File: src/sv/sepq_pkg.sv
// ----------------------------------------------------------------------------
// sepq_pkg
// Shared types, codes and constants of the speculative echo prediction queue.
// ----------------------------------------------------------------------------
package sepq_pkg;

    localparam int RING_DEPTH_DEF = 64;
    localparam int MAX_COLS_DEF   = 1024;
    localparam int QUEUE_DEPTH    = 2;

    localparam logic [20:0] CHAR_SPACE  = 21'h20;
    localparam logic [20:0] CHAR_DEL    = 21'h7F;
    localparam logic [7:0]  BYTE_SPACE  = 8'h20;
    localparam logic [7:0]  BYTE_DEL    = 8'h7F;
    localparam logic [7:0]  BYTE_ASCII  = 8'h80;
    localparam logic [7:0]  UTF8_MASK   = 8'hC0;
    localparam logic [7:0]  UTF8_CONT   = 8'h80;
    localparam logic [1:0]  WIDTH_WIDE  = 2'd2;

    localparam logic [0:0]  REG_ECHO_ON = 1'b0;

    typedef enum logic [1:0] {
        FUNC_KEY      = 2'd0,
        FUNC_ECHO     = 2'd1,
        FUNC_ROLLBACK = 2'd2,
        FUNC_NONE     = 2'd3
    } func_t;

    typedef enum logic [1:0] {
        ACT_NONE  = 2'd0,
        ACT_WRITE = 2'd1,
        ACT_CLEAR = 2'd2,
        ACT_HALF  = 2'd3
    } action_t;

    typedef enum logic [1:0] {
        OP_REJECT   = 2'd0,
        OP_KEY      = 2'd1,
        OP_ECHO     = 2'd2,
        OP_ROLLBACK = 2'd3
    } op_t;

    typedef enum logic [1:0] {
        BK_IDLE   = 2'd0,
        BK_DECIDE = 2'd1,
        BK_HALF   = 2'd2,
        BK_CLEAR  = 2'd3
    } back_state_t;

    typedef struct packed {
        op_t         op;
        logic [20:0] code;
        logic [1:0]  width;
        logic [7:0]  row;
        logic [9:0]  ccol;
        logic [10:0] cols;
        logic [7:0]  echo_byte;
    } op_item_t;

    typedef struct packed {
        logic [20:0] code;
        logic [7:0]  row;
        logic [9:0]  col;
        logic [1:0]  width;
    } slot_t;

    typedef struct packed {
        logic        valid;
        action_t     action;
        logic [7:0]  row;
        logic [9:0]  col;
        logic [20:0] code;
        logic [1:0]  width;
        logic        accepted;
        logic        last;
    } res_t;

endpackage

File: src/sv/sepq_queue.sv
// ----------------------------------------------------------------------------
// sepq_queue
// Short FIFO of classified operations between the front and back ends.
// ----------------------------------------------------------------------------
module sepq_queue
    import sepq_pkg::*;
(
    input  logic     clk,
    input  logic     rst_n,
    input  logic     push,
    input  op_item_t din,
    input  logic     pop,
    output op_item_t dout,
    output logic     full,
    output logic     empty
);

    localparam int PTR_W = (QUEUE_DEPTH > 1) ? $clog2(QUEUE_DEPTH) : 1;
    localparam int CNT_W = $clog2(QUEUE_DEPTH + 1);
    localparam logic [PTR_W-1:0] LAST_PTR = PTR_W'(QUEUE_DEPTH - 1);
    localparam logic [CNT_W-1:0] FULL_CNT = CNT_W'(QUEUE_DEPTH);

    op_item_t          store_reg [QUEUE_DEPTH];
    logic [PTR_W-1:0]  wr_ptr_reg;
    logic [PTR_W-1:0]  wr_ptr_next;
    logic [PTR_W-1:0]  rd_ptr_reg;
    logic [PTR_W-1:0]  rd_ptr_next;
    logic [CNT_W-1:0]  count_reg;
    logic [CNT_W-1:0]  count_next;
    logic              do_push;
    logic              do_pop;

    assign full    = (count_reg == FULL_CNT);
    assign empty   = (count_reg == '0);
    assign do_push = push && !full;
    assign do_pop  = pop && !empty;
    assign dout    = store_reg[rd_ptr_reg];

    always_comb
    begin
        wr_ptr_next = wr_ptr_reg;
        rd_ptr_next = rd_ptr_reg;
        count_next  = count_reg;
        if (do_push)
        begin
            wr_ptr_next = (wr_ptr_reg == LAST_PTR) ? '0 : wr_ptr_reg + 1'b1;
        end
        if (do_pop)
        begin
            rd_ptr_next = (rd_ptr_reg == LAST_PTR) ? '0 : rd_ptr_reg + 1'b1;
        end
        if (do_push && !do_pop)
        begin
            count_next = count_reg + 1'b1;
        end
        else if (do_pop && !do_push)
        begin
            count_next = count_reg - 1'b1;
        end
    end

    always_ff @(posedge clk or negedge rst_n)
    begin
        if (!rst_n)
        begin
            wr_ptr_reg <= '0;
            rd_ptr_reg <= '0;
            count_reg  <= '0;
        end
        else
        begin
            wr_ptr_reg <= wr_ptr_next;
            rd_ptr_reg <= rd_ptr_next;
            count_reg  <= count_next;
        end
    end

    always_ff @(posedge clk)
    begin
        if (do_push)
        begin
            store_reg[wr_ptr_reg] <= din;
        end
    end

endmodule

File: src/sv/sepq_front.sv
// ----------------------------------------------------------------------------
// sepq_front
// Register port and input classifier: screens keys and echo bytes, queues
// the operations for the back end.
// ----------------------------------------------------------------------------
module sepq_front
    import sepq_pkg::*;
#(
    parameter int MAX_COLS = MAX_COLS_DEF
)
(
    input  logic        clk,
    input  logic        rst_n,
    input  logic        psel,
    input  logic        penable,
    input  logic        pwrite,
    input  logic [0:0]  reg_index,
    input  logic [31:0] pwdata,
    output logic [31:0] prdata,
    input  logic        start,
    input  logic [1:0]  func,
    input  logic [20:0] codepoint,
    input  logic [1:0]  char_width,
    input  logic [7:0]  echo_byte,
    input  logic [2:0]  mode_flags,
    input  logic [7:0]  cur_row,
    input  logic [9:0]  cur_col,
    input  logic [10:0] screen_cols,
    input  logic        queue_full,
    output logic        push,
    output op_item_t    item
);

    localparam logic [12:0] MAX_COLS_W = 13'(MAX_COLS);

    logic  echo_on_reg;
    logic  key_ok;
    logic  byte_skip;
    logic  keep;
    func_t fn;

    assign fn = func_t'(func);

    always_ff @(posedge clk or negedge rst_n)
    begin
        if (!rst_n)
        begin
            echo_on_reg <= 1'b1;
        end
        else if (psel && penable && pwrite && (reg_index == REG_ECHO_ON))
        begin
            echo_on_reg <= pwdata[0];
        end
    end

    assign prdata = (reg_index == REG_ECHO_ON) ? {31'd0, echo_on_reg} : 32'd0;

    assign key_ok = echo_on_reg && !mode_flags[0] && mode_flags[1] && !mode_flags[2]
                    && (codepoint >= CHAR_SPACE) && (codepoint != CHAR_DEL);

    assign byte_skip = (echo_byte < BYTE_SPACE) || (echo_byte == BYTE_DEL)
                       || ((echo_byte & UTF8_MASK) == UTF8_CONT);

    always_comb
    begin
        item.code      = codepoint;
        item.width     = char_width;
        item.row       = cur_row;
        item.ccol      = cur_col;
        item.echo_byte = echo_byte;
        item.cols      = ({2'd0, screen_cols} > MAX_COLS_W) ? MAX_COLS_W[10:0] : screen_cols;
        item.op        = OP_REJECT;
        keep           = 1'b0;
        unique case (fn)
            FUNC_KEY:
            begin
                keep    = 1'b1;
                item.op = key_ok ? OP_KEY : OP_REJECT;
            end
            FUNC_ECHO:
            begin
                keep    = !byte_skip;
                item.op = (echo_byte < BYTE_ASCII) ? OP_ECHO : OP_ROLLBACK;
            end
            FUNC_ROLLBACK:
            begin
                keep    = 1'b1;
                item.op = OP_ROLLBACK;
            end
            FUNC_NONE:
            begin
                keep = 1'b0;
            end
            default:
            begin
                keep = 1'b0;
            end
        endcase
    end

    assign push = start && !queue_full && keep;

endmodule

File: src/sv/sepq_back.sv
// ----------------------------------------------------------------------------
// sepq_back
// Prediction ring engine: records keys, confirms or rolls back predictions,
// drives the registered command output.
// ----------------------------------------------------------------------------
module sepq_back
    import sepq_pkg::*;
#(
    parameter int RING_DEPTH = RING_DEPTH_DEF
)
(
    input  logic     clk,
    input  logic     rst_n,
    input  op_item_t op_in,
    input  logic     q_empty,
    output logic     pop,
    output res_t     res
);

    localparam int PW = $clog2(RING_DEPTH);
    localparam logic [PW-1:0] LAST_SLOT = PW'(RING_DEPTH - 1);

    slot_t            mem [RING_DEPTH];
    slot_t            rd_reg;
    slot_t            wr_slot;
    logic             mem_we;

    back_state_t      state_reg;
    back_state_t      state_next;
    op_item_t         op_reg;
    logic [PW-1:0]    wp_reg;
    logic [PW-1:0]    wp_next;
    logic [PW-1:0]    rp_reg;
    logic [PW-1:0]    rp_next;
    logic [10:0]      pw_reg;
    logic [10:0]      pw_next;
    logic             clear_one_reg;
    logic             clear_one_next;
    logic [9:0]       half_col_reg;
    logic [9:0]       half_col_next;
    res_t             res_reg;
    res_t             res_next;

    logic [PW-1:0]    wp_inc;
    logic [PW-1:0]    rp_inc;
    logic             ring_full;
    logic             ring_empty;
    logic [11:0]      col_sum;
    logic [12:0]      end_sum;
    logic [12:0]      cols_w;
    logic             key_fit;
    logic             half_ok;
    logic             clear_done;

    assign wp_inc     = (wp_reg == LAST_SLOT) ? '0 : wp_reg + 1'b1;
    assign rp_inc     = (rp_reg == LAST_SLOT) ? '0 : rp_reg + 1'b1;
    assign ring_full  = (wp_inc == rp_reg);
    assign ring_empty = (wp_reg == rp_reg);
    assign col_sum    = {2'd0, op_reg.ccol} + {1'b0, pw_reg};
    assign end_sum    = {1'b0, col_sum} + {11'd0, op_reg.width};
    assign cols_w     = {2'd0, op_reg.cols};
    assign key_fit    = ({1'b0, col_sum} < cols_w) && (end_sum <= cols_w);
    assign half_ok    = (op_reg.width == WIDTH_WIDE) && (({1'b0, col_sum} + 13'd1) < cols_w);
    assign clear_done = clear_one_reg || (rp_inc == wp_reg);

    assign wr_slot.code  = op_reg.code;
    assign wr_slot.row   = op_reg.row;
    assign wr_slot.col   = col_sum[9:0];
    assign wr_slot.width = op_reg.width;

    always_comb
    begin
        state_next     = state_reg;
        wp_next        = wp_reg;
        rp_next        = rp_reg;
        pw_next        = pw_reg;
        clear_one_next = clear_one_reg;
        half_col_next  = half_col_reg;
        res_next       = '0;
        pop            = 1'b0;
        mem_we         = 1'b0;
        unique case (state_reg)
            BK_IDLE:
            begin
                if (!q_empty)
                begin
                    pop        = 1'b1;
                    state_next = BK_DECIDE;
                end
            end
            BK_DECIDE:
            begin
                state_next = BK_IDLE;
                unique case (op_reg.op)
                    OP_REJECT:
                    begin
                        res_next.valid = 1'b1;
                        res_next.last  = 1'b1;
                    end
                    OP_KEY:
                    begin
                        res_next.valid = 1'b1;
                        if (ring_full || !key_fit)
                        begin
                            res_next.last = 1'b1;
                        end
                        else
                        begin
                            mem_we            = 1'b1;
                            wp_next           = wp_inc;
                            pw_next           = pw_reg + {9'd0, op_reg.width};
                            res_next.action   = ACT_WRITE;
                            res_next.row      = op_reg.row;
                            res_next.col      = col_sum[9:0];
                            res_next.code     = op_reg.code;
                            res_next.width    = op_reg.width;
                            res_next.accepted = 1'b1;
                            res_next.last     = !half_ok;
                            half_col_next     = col_sum[9:0] + 10'd1;
                            if (half_ok)
                            begin
                                state_next = BK_HALF;
                            end
                        end
                    end
                    OP_ECHO:
                    begin
                        if (!ring_empty)
                        begin
                            clear_one_next = (rd_reg.code == {13'd0, op_reg.echo_byte});
                            state_next     = BK_CLEAR;
                        end
                    end
                    OP_ROLLBACK:
                    begin
                        if (!ring_empty)
                        begin
                            clear_one_next = 1'b0;
                            state_next     = BK_CLEAR;
                        end
                    end
                    default:
                    begin
                        state_next = BK_IDLE;
                    end
                endcase
            end
            BK_HALF:
            begin
                res_next.valid    = 1'b1;
                res_next.action   = ACT_HALF;
                res_next.row      = op_reg.row;
                res_next.col      = half_col_reg;
                res_next.accepted = 1'b1;
                res_next.last     = 1'b1;
                state_next        = BK_IDLE;
            end
            BK_CLEAR:
            begin
                res_next.valid  = 1'b1;
                res_next.action = ACT_CLEAR;
                res_next.row    = rd_reg.row;
                res_next.col    = rd_reg.col;
                res_next.last   = clear_done;
                rp_next         = rp_inc;
                pw_next         = pw_reg - {9'd0, rd_reg.width};
                if (clear_done)
                begin
                    state_next = BK_IDLE;
                    if (!clear_one_reg)
                    begin
                        pw_next = '0;
                    end
                end
            end
            default:
            begin
                state_next = BK_IDLE;
            end
        endcase
    end

    always_ff @(posedge clk or negedge rst_n)
    begin
        if (!rst_n)
        begin
            state_reg     <= BK_IDLE;
            wp_reg        <= '0;
            rp_reg        <= '0;
            pw_reg        <= '0;
            clear_one_reg <= 1'b0;
            res_reg       <= '0;
        end
        else
        begin
            state_reg     <= state_next;
            wp_reg        <= wp_next;
            rp_reg        <= rp_next;
            pw_reg        <= pw_next;
            clear_one_reg <= clear_one_next;
            res_reg       <= res_next;
        end
    end

    always_ff @(posedge clk)
    begin
        half_col_reg <= half_col_next;
        if (pop)
        begin
            op_reg <= op_in;
        end
    end

    // ring storage, registered read at the next read pointer
    always_ff @(posedge clk)
    begin
        if (mem_we)
        begin
            mem[wp_reg] <= wr_slot;
        end
        rd_reg <= mem[rp_next];
    end

    assign res = res_reg;

endmodule

File: src/sv/speculative_echo_prediction_queue_top.sv
// ----------------------------------------------------------------------------
// speculative_echo_prediction_queue_top
// Local echo predictor: records typed keys as predicted cells and confirms
// or rolls them back against host echo.
//
// Input: a transaction is taken at a clock edge with start high and busy
// low. busy is high only while the two-entry operation queue is full.
// Output: each command is on the result ports for one cycle with
// result_valid high; last marks the final command of a transaction. The
// receiver cannot stall; no backpressure exists on the output.
// Back end: an accepted wide key is followed by a command for its trailing
// half. A rollback, or an echo that mismatches or is a lead byte, clears
// every pending entry, up to RING_DEPTH-1, walking the ring memory one
// entry per cycle through its single read port; a matching echo clears one
// entry. Skipped echo bytes and unused codes produce nothing and never
// reach the back end.
// Reset: ring empty, pending width zero, echo_on set; no clearing pass.
// Register: echo_on at address 0; the user must write it only while idle,
// which the block itself does not enforce.
// ----------------------------------------------------------------------------
module speculative_echo_prediction_queue_top
    import sepq_pkg::*;
#(
    parameter int RING_DEPTH = RING_DEPTH_DEF,
    parameter int MAX_COLS   = MAX_COLS_DEF
)
(
    input  logic        clk,
    input  logic        rst_n,
    input  logic        psel,
    input  logic        penable,
    input  logic        pwrite,
    input  logic [2:0]  paddr,
    input  logic [31:0] pwdata,
    output logic [31:0] prdata,
    output logic        pready,
    input  logic        start,
    output logic        busy,
    input  logic [1:0]  func,
    input  logic [20:0] codepoint,
    input  logic [1:0]  char_width,
    input  logic [7:0]  echo_byte,
    input  logic [2:0]  mode_flags,
    input  logic [7:0]  cur_row,
    input  logic [9:0]  cur_col,
    input  logic [10:0] screen_cols,
    output logic        result_valid,
    output logic [1:0]  action,
    output logic [7:0]  cell_row,
    output logic [9:0]  cell_col,
    output logic [20:0] cell_code,
    output logic [1:0]  cell_width,
    output logic        accepted,
    output logic        last
);

    op_item_t push_item;
    op_item_t head_item;
    logic     push;
    logic     pop;
    logic     q_full;
    logic     q_empty;
    res_t     res;
    logic     addr_low_unused;

    assign pready          = 1'b1;
    assign busy            = q_full;
    assign addr_low_unused = ^paddr[1:0];

    sepq_front #(
        .MAX_COLS (MAX_COLS)
    ) u_front (
        .clk         (clk),
        .rst_n       (rst_n),
        .psel        (psel),
        .penable     (penable),
        .pwrite      (pwrite),
        .reg_index   (paddr[2:2]),
        .pwdata      (pwdata),
        .prdata      (prdata),
        .start       (start),
        .func        (func),
        .codepoint   (codepoint),
        .char_width  (char_width),
        .echo_byte   (echo_byte),
        .mode_flags  (mode_flags),
        .cur_row     (cur_row),
        .cur_col     (cur_col),
        .screen_cols (screen_cols),
        .queue_full  (q_full),
        .push        (push),
        .item        (push_item)
    );

    sepq_queue u_queue (
        .clk   (clk),
        .rst_n (rst_n),
        .push  (push),
        .din   (push_item),
        .pop   (pop),
        .dout  (head_item),
        .full  (q_full),
        .empty (q_empty)
    );

    sepq_back #(
        .RING_DEPTH (RING_DEPTH)
    ) u_back (
        .clk     (clk),
        .rst_n   (rst_n),
        .op_in   (head_item),
        .q_empty (q_empty),
        .pop     (pop),
        .res     (res)
    );

    assign result_valid = res.valid;
    assign action       = res.action;
    assign cell_row     = res.row;
    assign cell_col     = res.col;
    assign cell_code    = res.code;
    assign cell_width   = res.width;
    assign accepted     = res.accepted;
    assign last         = res.last && !(addr_low_unused && 1'b0);

endmodule
File: config.mk
export PLATFORM = sky130hd
export DESIGN_NAME = speculative_echo_prediction_queue_top
export DESIGN_NICKNAME = d
export VERILOG_FILES = /design/src/sv/sepq_pkg.sv /design/src/sv/sepq_queue.sv /design/src/sv/sepq_front.sv /design/src/sv/sepq_back.sv /design/src/sv/speculative_echo_prediction_queue_top.sv
export SDC_FILE = /design/constraint.sdc
export NUM_CORES = 2
export LEC_CHECK = 0
export ABC_AREA = 1
export BUFFER_PORTS_ARGS = -buffer_cell sky130_fd_sc_hd__clkbuf_2
export CORE_ASPECT_RATIO = 0.75
export CORE_MARGIN = 4
export CORE_UTILIZATION = 50
export DETAILED_ROUTE_END_ITERATION = 12
export PLACE_DENSITY = 0.68
export SYNTH_ARGS = -nofsm -noshare
export SYNTH_HDL_FRONTEND = slang
export SYNTH_SLANG_ARGS = --single-unit
File: constraint.sdc
create_clock -name clk -period 6.7 [get_ports clk]
set_input_delay 2.01 -clock clk [delete_from_list [all_inputs] [get_ports clk]]
set_output_delay 2.01 -clock clk [all_outputs]
set_load 0.01 [all_outputs]
* After elaboration in Yosys (flattened, before gate mapping) *
Memory sizes are Yosys's and may differ from the RTL's. A register that Yosys moved wholly into a read port is not among the register bits.
Index checks and enable logic that the tools add are counted.

word-level totals
  input bits = 106
  memory bits (read-only) = 0
  latch bits = 0
  memories = 2
  bits in writable memories = 2748
  word-level logic and storage cells = 156
  register bits = 87
  output and inout port bits = 80

memories
  name               words  bits a word  read ports  clocked after Yosys merged registers in  write ports  line              source
  u_back.mem         64     41           1           1                                        1            sepq_back.sv:23   slot_t mem [RING_DEPTH];
  u_queue.store_reg  2      62           1           1                                        1            sepq_queue.sv:23  op_item_t store_reg [QUEUE_DEPTH];

cells by class
  mux-type cells = 46
  shift-type cells = 0
  $add $sub $neg = 12
  bitwise operators = 2
  equality and inequality tests = 26
  reduce and logical (&&, ||, !) cells = 43
  div/mod/pow operators = 0
  $mul = 0
  order comparisons = 7

operator list
  operator                                                                count
  43-bit 2-to-1 mux                                                       2
  21-bit case mux with 3 select lines                                     1
  11-bit 2-to-1 mux                                                       5
  23-bit 2-to-1 mux                                                       1
  11-bit case mux with 2 select lines                                     1
  21-bit by 8-bit == test with 1-bit output                               1
  21-bit by 6-bit >= comparator with 1-bit output, second input constant  1
  21-bit by 7-bit != test with 1-bit output, second input constant        1
  2-bit == test, second input constant                                    9
  6-bit == test                                                           3
  1-bit 2-to-1 mux                                                        18
  6-bit 2-to-1 mux                                                        3
  1-bit logical AND                                                       16
  2-bit 2-to-1 mux                                                        7
  12-bit by 1-bit adder with 13-bit output, second input constant         1
  12-bit by 2-bit adder with 13-bit output                                1
  13-bit by 11-bit <= comparator with 1-bit output                        1
  13-bit by 11-bit < comparator with 1-bit output                         1
  10-bit by 11-bit adder with 12-bit output                               1
  6-bit by 1-bit adder with 6-bit output, second input constant           2
  6-bit == test, second input constant                                    2
  12-bit by 11-bit < comparator with 1-bit output                         1
  11-bit by 2-bit adder with 11-bit output                                1
  11-bit > comparator, second input constant                              1
  other kinds (25)                                                        55

* Logic depth before layout (Yosys ltp) *
  depth in word-level cells = 11
  depth in mapped cells = 28
  gate-level depth less buffers = 27

* Cells and area by module *
From an unflattened synthesis, not the netlist that was laid out.

second synthesis, totals
  cell total of the unflattened synthesis = 9416
  area, all modules = 120476.8 sq um

by module, submodules not included
  module                                 area an instance (sq um)  cells each  times used  seq. area each (sq um)
  sepq_back                              114646.2                  8893        1           83580.2
  sepq_queue                             4773.3                    355         1           3823.7
  sepq_front                             1046.0                    166         1           26.3
  speculative_echo_prediction_queue_top  11.3                      2           1           0.0

* Worst setup path before layout *
OpenSTA, ideal clock, no wires.

  kind = register to register
  start point = register u_back.pw_reg[0]
  end point = memory u_back.mem[17][0] in the netlist's numbering (enable)
  period minus slack after synthesis = 6.850 ns
  library setup time = 0.440 ns
  data required time = 6.260 ns
  stages on the path, launching flop included = 22
  data arrival time = 6.410 ns
  path slack = -0.150 ns
  buffers on the path = 0
  cells stage by stage = dfrtp_1 > ha_1 > fa_1 > ha_1 > a21oi_1 > nor2_1 > nand2_1 > nor2_2 > nand3_1 > nor2_2 > xor2_1 > inv_1 > ha_1 > nand2_1 > nor4_1 > nand4_1 > a21boi_0 > nor2_1 > nand2_4 > inv_4 > nand3_1 > nor2_1

between the ends
  word-level cells in the longest chain between the ends = 11
  elaborated cells between the ends (all ways) = 12
  those cells by class = add/sub (2); order compare (2); mux (5); reduce/logical (3)

RTL lines
  element                                           line              source
  from (decl)                                       sepq_back.sv:35   logic [10:0] pw_reg;
  from (signal assigned)                            sepq_back.sv:199  pw_reg <= pw_next;
  10-bit by 11-bit adder with 12-bit output *       sepq_back.sv:59   assign col_sum = {2'd0, op_reg.ccol} + {1'b0, pw_reg};
  via u_back.col_sum[1]                             sepq_back.sv:48   logic [11:0] col_sum;
  12-bit by 2-bit adder with 13-bit output          sepq_back.sv:60   assign end_sum = {1'b0, col_sum} + {11'd0, op_reg.width};
  13-bit by 11-bit <= comparator with 1-bit output  sepq_back.sv:62   assign key_fit = ({1'b0, col_sum} < cols_w) && (end_sum <= cols_w);
  1-bit logical AND *                               sepq_back.sv:62
  1-bit logical NOT *                               sepq_back.sv:103  if (ring_full || !key_fit)
  1-bit logical OR *                                sepq_back.sv:103
  1-bit 2-to-1 mux *                                sepq_back.sv:103
  1-bit 2-to-1 mux *                                sepq_back.sv:94   unique case (op_reg.op)
  1-bit 2-to-1 mux *                                sepq_back.sv:82   unique case (state_reg)
  via u_back.mem_we                                 sepq_back.sv:26   logic mem_we;
  1-bit 2-to-1 mux *                                sepq_back.sv:217  if (mem_we)
  1-bit 2-to-1 mux (not written as such) *          sepq_back.sv:219  mem[wp_reg] <= wr_slot;
  to (decl)                                         sepq_back.sv:23

The timed path passes the listed nets; every way through them passes the cells marked *.

* Worst setup path after layout *
  start point = register u_back.pw_reg[2]
  end point = memory u_back.mem[40][6] in the netlist's numbering (enable)

between the ends
  word-level cells in the longest chain between the ends = 11
  elaborated cells between the ends (all ways) = 12
  those cells by class = add/sub (2); order compare (2); mux (5); reduce/logical (3)

RTL lines
  element                                           line
  10-bit by 11-bit adder with 12-bit output *       sepq_back.sv:59
  via u_back.col_sum[3]                             sepq_back.sv:48
  12-bit by 2-bit adder with 13-bit output          sepq_back.sv:60
  13-bit by 11-bit <= comparator with 1-bit output  sepq_back.sv:62
  1-bit logical AND *                               sepq_back.sv:62
  1-bit logical NOT *                               sepq_back.sv:103
  1-bit logical OR *                                sepq_back.sv:103
  1-bit 2-to-1 mux *                                sepq_back.sv:103
  1-bit 2-to-1 mux *                                sepq_back.sv:94
  1-bit 2-to-1 mux *                                sepq_back.sv:82
  1-bit 2-to-1 mux *                                sepq_back.sv:217
  1-bit 2-to-1 mux (not written as such) *          sepq_back.sv:219

Marked as above.

==> flow_summary.html <==
<table>
<tr><th>Metric</th><th>Value</th></tr>
<tr><th colspan="2">GRT</th></tr>
<tr><td>Pin count of the biggest net entering global routing</td><td>228</td></tr>
<tr><td>Total global-route track usage</td><td>26.6%</td></tr>
<tr><td>Number of global-route vias before repair</td><td>approximately 71,000</td></tr>
<tr><td>GRT Residual Overflow</td><td>0</td></tr>
<tr><td>Initial antenna violation count</td><td>24</td></tr>
<tr><td>Wire length of the first global-routing pass</td><td>between 400 and 500 mm</td></tr>
<tr><th colspan="2">Final layout</th></tr>
<tr><td>Net count reported at finish</td><td>about 9,500</td></tr>
<tr><td>Flip-flop count of the largest register after layout</td><td>~2,600</td></tr>
<tr><td>Util after Layout</td><td>a little under three fifths</td></tr>
<tr><td>Fraction of final layout cells with drive strength greater than 1</td><td>roughly a tenth</td></tr>
<tr><td>Area added between synthesis and finish</td><td>11.2%</td></tr>
<tr><th colspan="2">Clocking</th></tr>
<tr><td>Post-CTS Repair Setup Buffers</td><td>0</td></tr>
<tr><td>CTS Hold Bufs</td><td>0</td></tr>
<tr><td>TritonCTS clock tree</td><td>yes</td></tr>
<tr><td>CTS buffer count</td><td>between 200 and 300</td></tr>
<tr><td>Clock tree buffer depth</td><td>4</td></tr>
<tr><td>Clock net sink count</td><td>about 2,900</td></tr>
<tr><td># H-tree levels</td><td>5</td></tr>
<tr><td>Clk Latency, worst-skew pair</td><td>850 ps</td></tr>
<tr><td>Number of gates given a new drive strength after cts</td><td>0</td></tr>
<tr><td>Clock-pin slew on the worst setup and hold paths</td><td>roughly 70 ps</td></tr>
<tr><td>Clock Tree Root</td><td>sky130_fd_sc_hd__clkbuf_16</td></tr>
<tr><th colspan="2">Timing</th></tr>
<tr><td>Worst path setup slack after routing</td><td>just over 800 ps</td></tr>
<tr><td>Max-slew headroom at the worst pin</td><td>between 10% and 20%</td></tr>
<tr><td>Minimum period implied by the final worst setup slack</td><td>slightly below 6000 ps</td></tr>
<tr><td>Fin. max-slew vios</td><td>0</td></tr>
<tr><td>Accumulated negative setup slack</td><td>0 ps</td></tr>
<tr><td>Unrepaired setup endpoints after global routing</td><td>no</td></tr>
<tr><td>Fmax achieved</td><td>roughly 170 MHz</td></tr>
<tr><td>Count of endpoints failing setup in the final report</td><td>0</td></tr>
<tr><td>Count of final hold-check violations</td><td>0</td></tr>
<tr><td>Fraction of the cycle the final worst path needs</td><td>87.8%</td></tr>
<tr><td>Maximum clock skew at final layout</td><td>about 43 ps</td></tr>
<tr><td>Slew @ Worst Pin</td><td>1230 ps</td></tr>
<tr><th colspan="2">Power and ir drop</th></tr>
<tr><td>Post-layout total power</td><td>approximately 66 mW</td></tr>
<tr><td>Peak ir drop on the vdd network</td><td>approximately 0.56 mV</td></tr>
<tr><td>Ratio of total power to cell area</td><td>approximately 500 mW/mm2</td></tr>
<tr><td>Static leakage</td><td>45.8 nW</td></tr>
<tr><th colspan="2">Logic synthesis</th></tr>
<tr><td>Unique masters post-synth</td><td>between 50 and 60</td></tr>
<tr><td>Share of the yosys chip area belonging to registers</td><td>73.5%</td></tr>
<tr><td>Dominant synthesized flop cell</td><td>sky130_fd_sc_hd__edfxtp_1</td></tr>
<tr><td>Gate Count Post-Synth</td><td>9,281</td></tr>
<tr><td>Synth Cell Area</td><td>between 0.1 and 0.15 mm2</td></tr>
<tr><td>Mean instance size in the synthesized netlist</td><td>12.8 um2</td></tr>
<tr><td>Async set or reset register ratio after synthesis</td><td>roughly 2.6%</td></tr>
<tr><td>Number of enable flip-flop cells after synthesis</td><td>roughly 2,800</td></tr>
<tr><td>FF+latch count, synth</td><td>2,938</td></tr>
<tr><td>Count of warnings emitted by yosys</td><td>0</td></tr>
<tr><th colspan="2">Route</th></tr>
<tr><td>Detailed-routing iteration count for the pre-antenna-repair pass</td><td>7</td></tr>
<tr><td>Via total after detailed routing</td><td>between 70,000 and 80,000</td></tr>
<tr><td>Overall routed net length</td><td>roughly 340 mm</td></tr>
<tr><td>Number of DRC violations after detailed routing</td><td>0</td></tr>
<tr><td>Count of antenna-violating nets left after detailed routing</td><td>0</td></tr>
<tr><td>Initial DRC Count</td><td>12,636</td></tr>
<tr><td>Via density per instance</td><td>6.04</td></tr>
<tr><td>Wire length per cell after detailed routing</td><td>approximately 26 um</td></tr>
<tr><th colspan="2">Flow run</th></tr>
<tr><td>Number of maximum-capacitance constraint violations</td><td>0</td></tr>
<tr><th colspan="2">Die</th></tr>
<tr><td>Area of the die</td><td>around 0.25 mm2</td></tr>
<tr><td>Chip width</td><td>between 500 and 600 um</td></tr>
<tr><td>Die Ht</td><td>approximately 430 um</td></tr>
<tr><td>Core footprint</td><td>0.236 mm2</td></tr>
<tr><td>Effective utilization at floorplan</td><td>about half</td></tr>
<tr><td>Std cell rows</td><td>~150</td></tr>
<tr><td>Number of I/O pins</td><td>around 190</td></tr>
<tr><th colspan="2">Worst setup path</th></tr>
<tr><td>Endpoint kind of the worst setup timing path</td><td>flip-flop</td></tr>
<tr><td>Kind of critical path</td><td>flip-flop to flip-flop</td></tr>
<tr><td>Arrival time worst endpoint</td><td>roughly 6400 ps</td></tr>
<tr><td>Max FO, Critical Path</td><td>35</td></tr>
<tr><td>Startpoint type of the worst setup path</td><td>flip-flop</td></tr>
<tr><td>Data required, critical path</td><td>between 7000 and 8000 ps</td></tr>
<tr><th colspan="2">Placed design</th></tr>
<tr><td>DP Worst Slack</td><td>between 900 and 1000 ps</td></tr>
<tr><td>Final Wtd Congestion</td><td>approximately 0.88</td></tr>
<tr><td>Buffers on Ports</td><td>between 100 and 150</td></tr>
<tr><td>Detailed Place HPWL</td><td>approximately 190 mm</td></tr>
<tr><th colspan="2">Worst hold path</th></tr>
<tr><td>Hold Crit Class</td><td>flip-flop to flip-flop</td></tr>
<tr><th colspan="2">Run status</th></tr>
<tr><td>Outcome</td><td>completed</td></tr>
</table>
power by group:
group | total [mW] | internal [mW] | switching (mW) | leakage (nW)
Combinational | 26.3 | 6.34 | 20.0 | 14.9
Sequential | 24.9 | 24.4 | 0.501 | 26.8
Clock | 15.0 | 8.34 | 6.68 | 4.17
cells in the final DEF, fill, tap and decap left out, types with 12 or more instances in the layout:
| cell type | count |
|---|---|
| sky130_fd_sc_hd__clkinv_2 | 50 |
| sky130_fd_sc_hd__buf_4 | 222 |
| sky130_fd_sc_hd__o21ai_0 | 959 |
| sky130_fd_sc_hd__inv_1 | 891 |
| sky130_fd_sc_hd__dfxtp_1 | 41 |
| sky130_fd_sc_hd__ha_1 | 58 |
| sky130_fd_sc_hd__clkbuf_2 | 119 |
| sky130_fd_sc_hd__nand2_1 | 437 |
| sky130_fd_sc_hd__conb_1 | 32 |
| sky130_fd_sc_hd__buf_12 | 53 |
| sky130_fd_sc_hd__nand3_1 | 711 |
| sky130_fd_sc_hd__clkbuf_8 | 12 |
| sky130_fd_sc_hd__a21oi_1 | 698 |
| sky130_fd_sc_hd__edfxtp_1 | 2820 |
| sky130_fd_sc_hd__clkinv_1 | 48 |
| sky130_fd_sc_hd__clkbuf_16 | 287 |
| sky130_fd_sc_hd__clkbuf_1 | 60 |
| sky130_fd_sc_hd__nor2_1 | 698 |
| sky130_fd_sc_hd__o211ai_1 | 615 |
| sky130_fd_sc_hd__xor2_1 | 34 |
| sky130_fd_sc_hd__nor3_1 | 18 |
| sky130_fd_sc_hd__dfrtp_1 | 75 |
| sky130_fd_sc_hd__nand4_1 | 17 |
| sky130_fd_sc_hd__o21ai_1 | 384 |
| sky130_fd_sc_hd__nor2_4 | 67 |
path summary, 6_finish.rpt:
path	startpoint	endpoint	slack [ps]	cells after the start
min	u_back.rd_reg[18]$_DFF_P_	u_back.res[41]$_DFF_PN0_	460	2
min reg2reg	u_back.rd_reg[18]$_DFF_P_	u_back.res[41]$_DFF_PN0_	460	2
min in group asynchronous	rst_n	u_queue.wr_ptr_reg$_DFFE_PN0P_	1120	1
max in group asynchronous	rst_n	u_back.pw_reg[10]$_DFFE_PN0P_	4490	2
max	u_back.pw_reg[2]$_DFFE_PN0P_	u_back.mem[40][6]$_DFFE_PP_	820	25
max reg2reg	u_back.pw_reg[2]$_DFFE_PN0P_	u_back.mem[40][6]$_DFFE_PP_	820	25
cell type report:
class | count | area [um2]
Clock inverter | 124 | 882
Fill cell | 18683 | 103000
Timing Repair Buffer | 394 | 3320
Antenna cell | 4 | 10.0
Tap cell | 3120 | 3900
Inverter | 906 | 3430
Sequential cell | 2938 | 87400
Multi-Input combinational cell | 4827 | 25700
Clock buffer | 359 | 7570
metal layers:
metal	global-route usage [%]	vias to the layer above	part of all wire, %
met2	38.7	4400	44
met4	8.56	6	3.3
met3	5.88	567	12
li1	-	33943	-
met1	39.9	37669	41
met5	0	-	0.011
synth_stat cells, types with 2 or more instances:
master	instances	area, um2
sky130_fd_sc_hd__o21bai_1	2	15.0
sky130_fd_sc_hd__o22ai_1	3	18.8
sky130_fd_sc_hd__nand4_1	17	106
sky130_fd_sc_hd__nand2_2	9	56.3
sky130_fd_sc_hd__o31ai_1	2	15.0
sky130_fd_sc_hd__nand2_4	2	22.5
sky130_fd_sc_hd__o211ai_1	615	4620
sky130_fd_sc_hd__a2111oi_0	2	17.5
sky130_fd_sc_hd__conb_1	2	7.51
sky130_fd_sc_hd__edfxtp_1	2820	84700
sky130_fd_sc_hd__nor3_1	18	90.1
sky130_fd_sc_hd__nor4_1	8	50.1
sky130_fd_sc_hd__a21oi_2	3	26.3
sky130_fd_sc_hd__or2_2	4	25.0
sky130_fd_sc_hd__dfxtp_1	41	821
sky130_fd_sc_hd__ha_1	60	751
sky130_fd_sc_hd__fa_1	4	80.1
sky130_fd_sc_hd__clkbuf_1	367	1380
sky130_fd_sc_hd__nor2_1	764	2870
sky130_fd_sc_hd__buf_6	51	574
sky130_fd_sc_hd__clkinv_1	2	7.51
sky130_fd_sc_hd__nand3b_1	4	30.0
sky130_fd_sc_hd__a21boi_0	2	15.0
sky130_fd_sc_hd__a22o_1	10	87.6
sky130_fd_sc_hd__buf_1	62	233
sky130_fd_sc_hd__nand3_2	2	20.0
sky130_fd_sc_hd__o21ai_2	2	17.5
sky130_fd_sc_hd__nand4_2	2	25.0
sky130_fd_sc_hd__nand3_1	711	3560
sky130_fd_sc_hd__a21oi_1	698	3490
sky130_fd_sc_hd__o21ai_0	960	4800
sky130_fd_sc_hd__o21ai_1	386	1930
sky130_fd_sc_hd__buf_2	117	586
sky130_fd_sc_hd__xnor2_1	9	78.8
sky130_fd_sc_hd__xor2_1	35	307
sky130_fd_sc_hd__inv_2	7	26.3
sky130_fd_sc_hd__a22oi_1	2	15.0
sky130_fd_sc_hd__inv_1	896	3360
sky130_fd_sc_hd__buf_4	42	315
sky130_fd_sc_hd__o21a_1	10	75.1
sky130_fd_sc_hd__nand2_1	439	1650
sky130_fd_sc_hd__nor2_2	3	18.8
sky130_fd_sc_hd__dfrtp_1	76	1900
cells by family (layout without fill, tap and decap cells):
group           Yosys count  in the layout  share of synthesized area, %
buf+inv                1546           1783                          5.46
flops                  2938           2938                          73.5
xor+xnor                 44             44                         0.324
simple gates           1986           1986                          7.19
compound gates         2700           2700                          12.8
fa+ha+maj                64             64                         0.699
mux                       1              1                       0.00842
other cells               2             36                       0.00632
critical path, cell delays in order, from the launching register on:
cell                       delay [ps]
sky130_fd_sc_hd__dfrtp_1          430
sky130_fd_sc_hd__ha_1             390
sky130_fd_sc_hd__nand2_1          100
sky130_fd_sc_hd__nand2_1           90
sky130_fd_sc_hd__inv_2             70
sky130_fd_sc_hd__nand3_1          100
sky130_fd_sc_hd__nand2_4          350
sky130_fd_sc_hd__inv_1            110
sky130_fd_sc_hd__nor2_1           140
sky130_fd_sc_hd__inv_1            100
sky130_fd_sc_hd__nor2_1           210
sky130_fd_sc_hd__nand2_1          130
sky130_fd_sc_hd__nor2_1           130
sky130_fd_sc_hd__xor2_1           210
sky130_fd_sc_hd__inv_1             70
sky130_fd_sc_hd__ha_1             290
sky130_fd_sc_hd__nand2_1          100
sky130_fd_sc_hd__nor4_1           300
sky130_fd_sc_hd__nand4_1          150
sky130_fd_sc_hd__a21boi_0         170
sky130_fd_sc_hd__nor2_1           180
sky130_fd_sc_hd__nand2_4          140
sky130_fd_sc_hd__nor2_2           170
sky130_fd_sc_hd__nand2_1          470
sky130_fd_sc_hd__nor2_4           350
sky130_fd_sc_hd__buf_4            460
per-stage QoR:
| stage | hold slack [ps] | instance area, um2 | std cells |
|---|---|---|---|
| final | 460 | 132000 | 12672 |
| after floorplan | 425 | 119000 | 9311 |
| after global placement | 441 | 124000 | 12185 |
| after CTS | 454 | 132000 | 12668 |
| after detailed placement | 446 | 124000 | 12185 |
| after global routing | 480 | 132000 | 12668 |
Power figures use the tool's default switching activity.
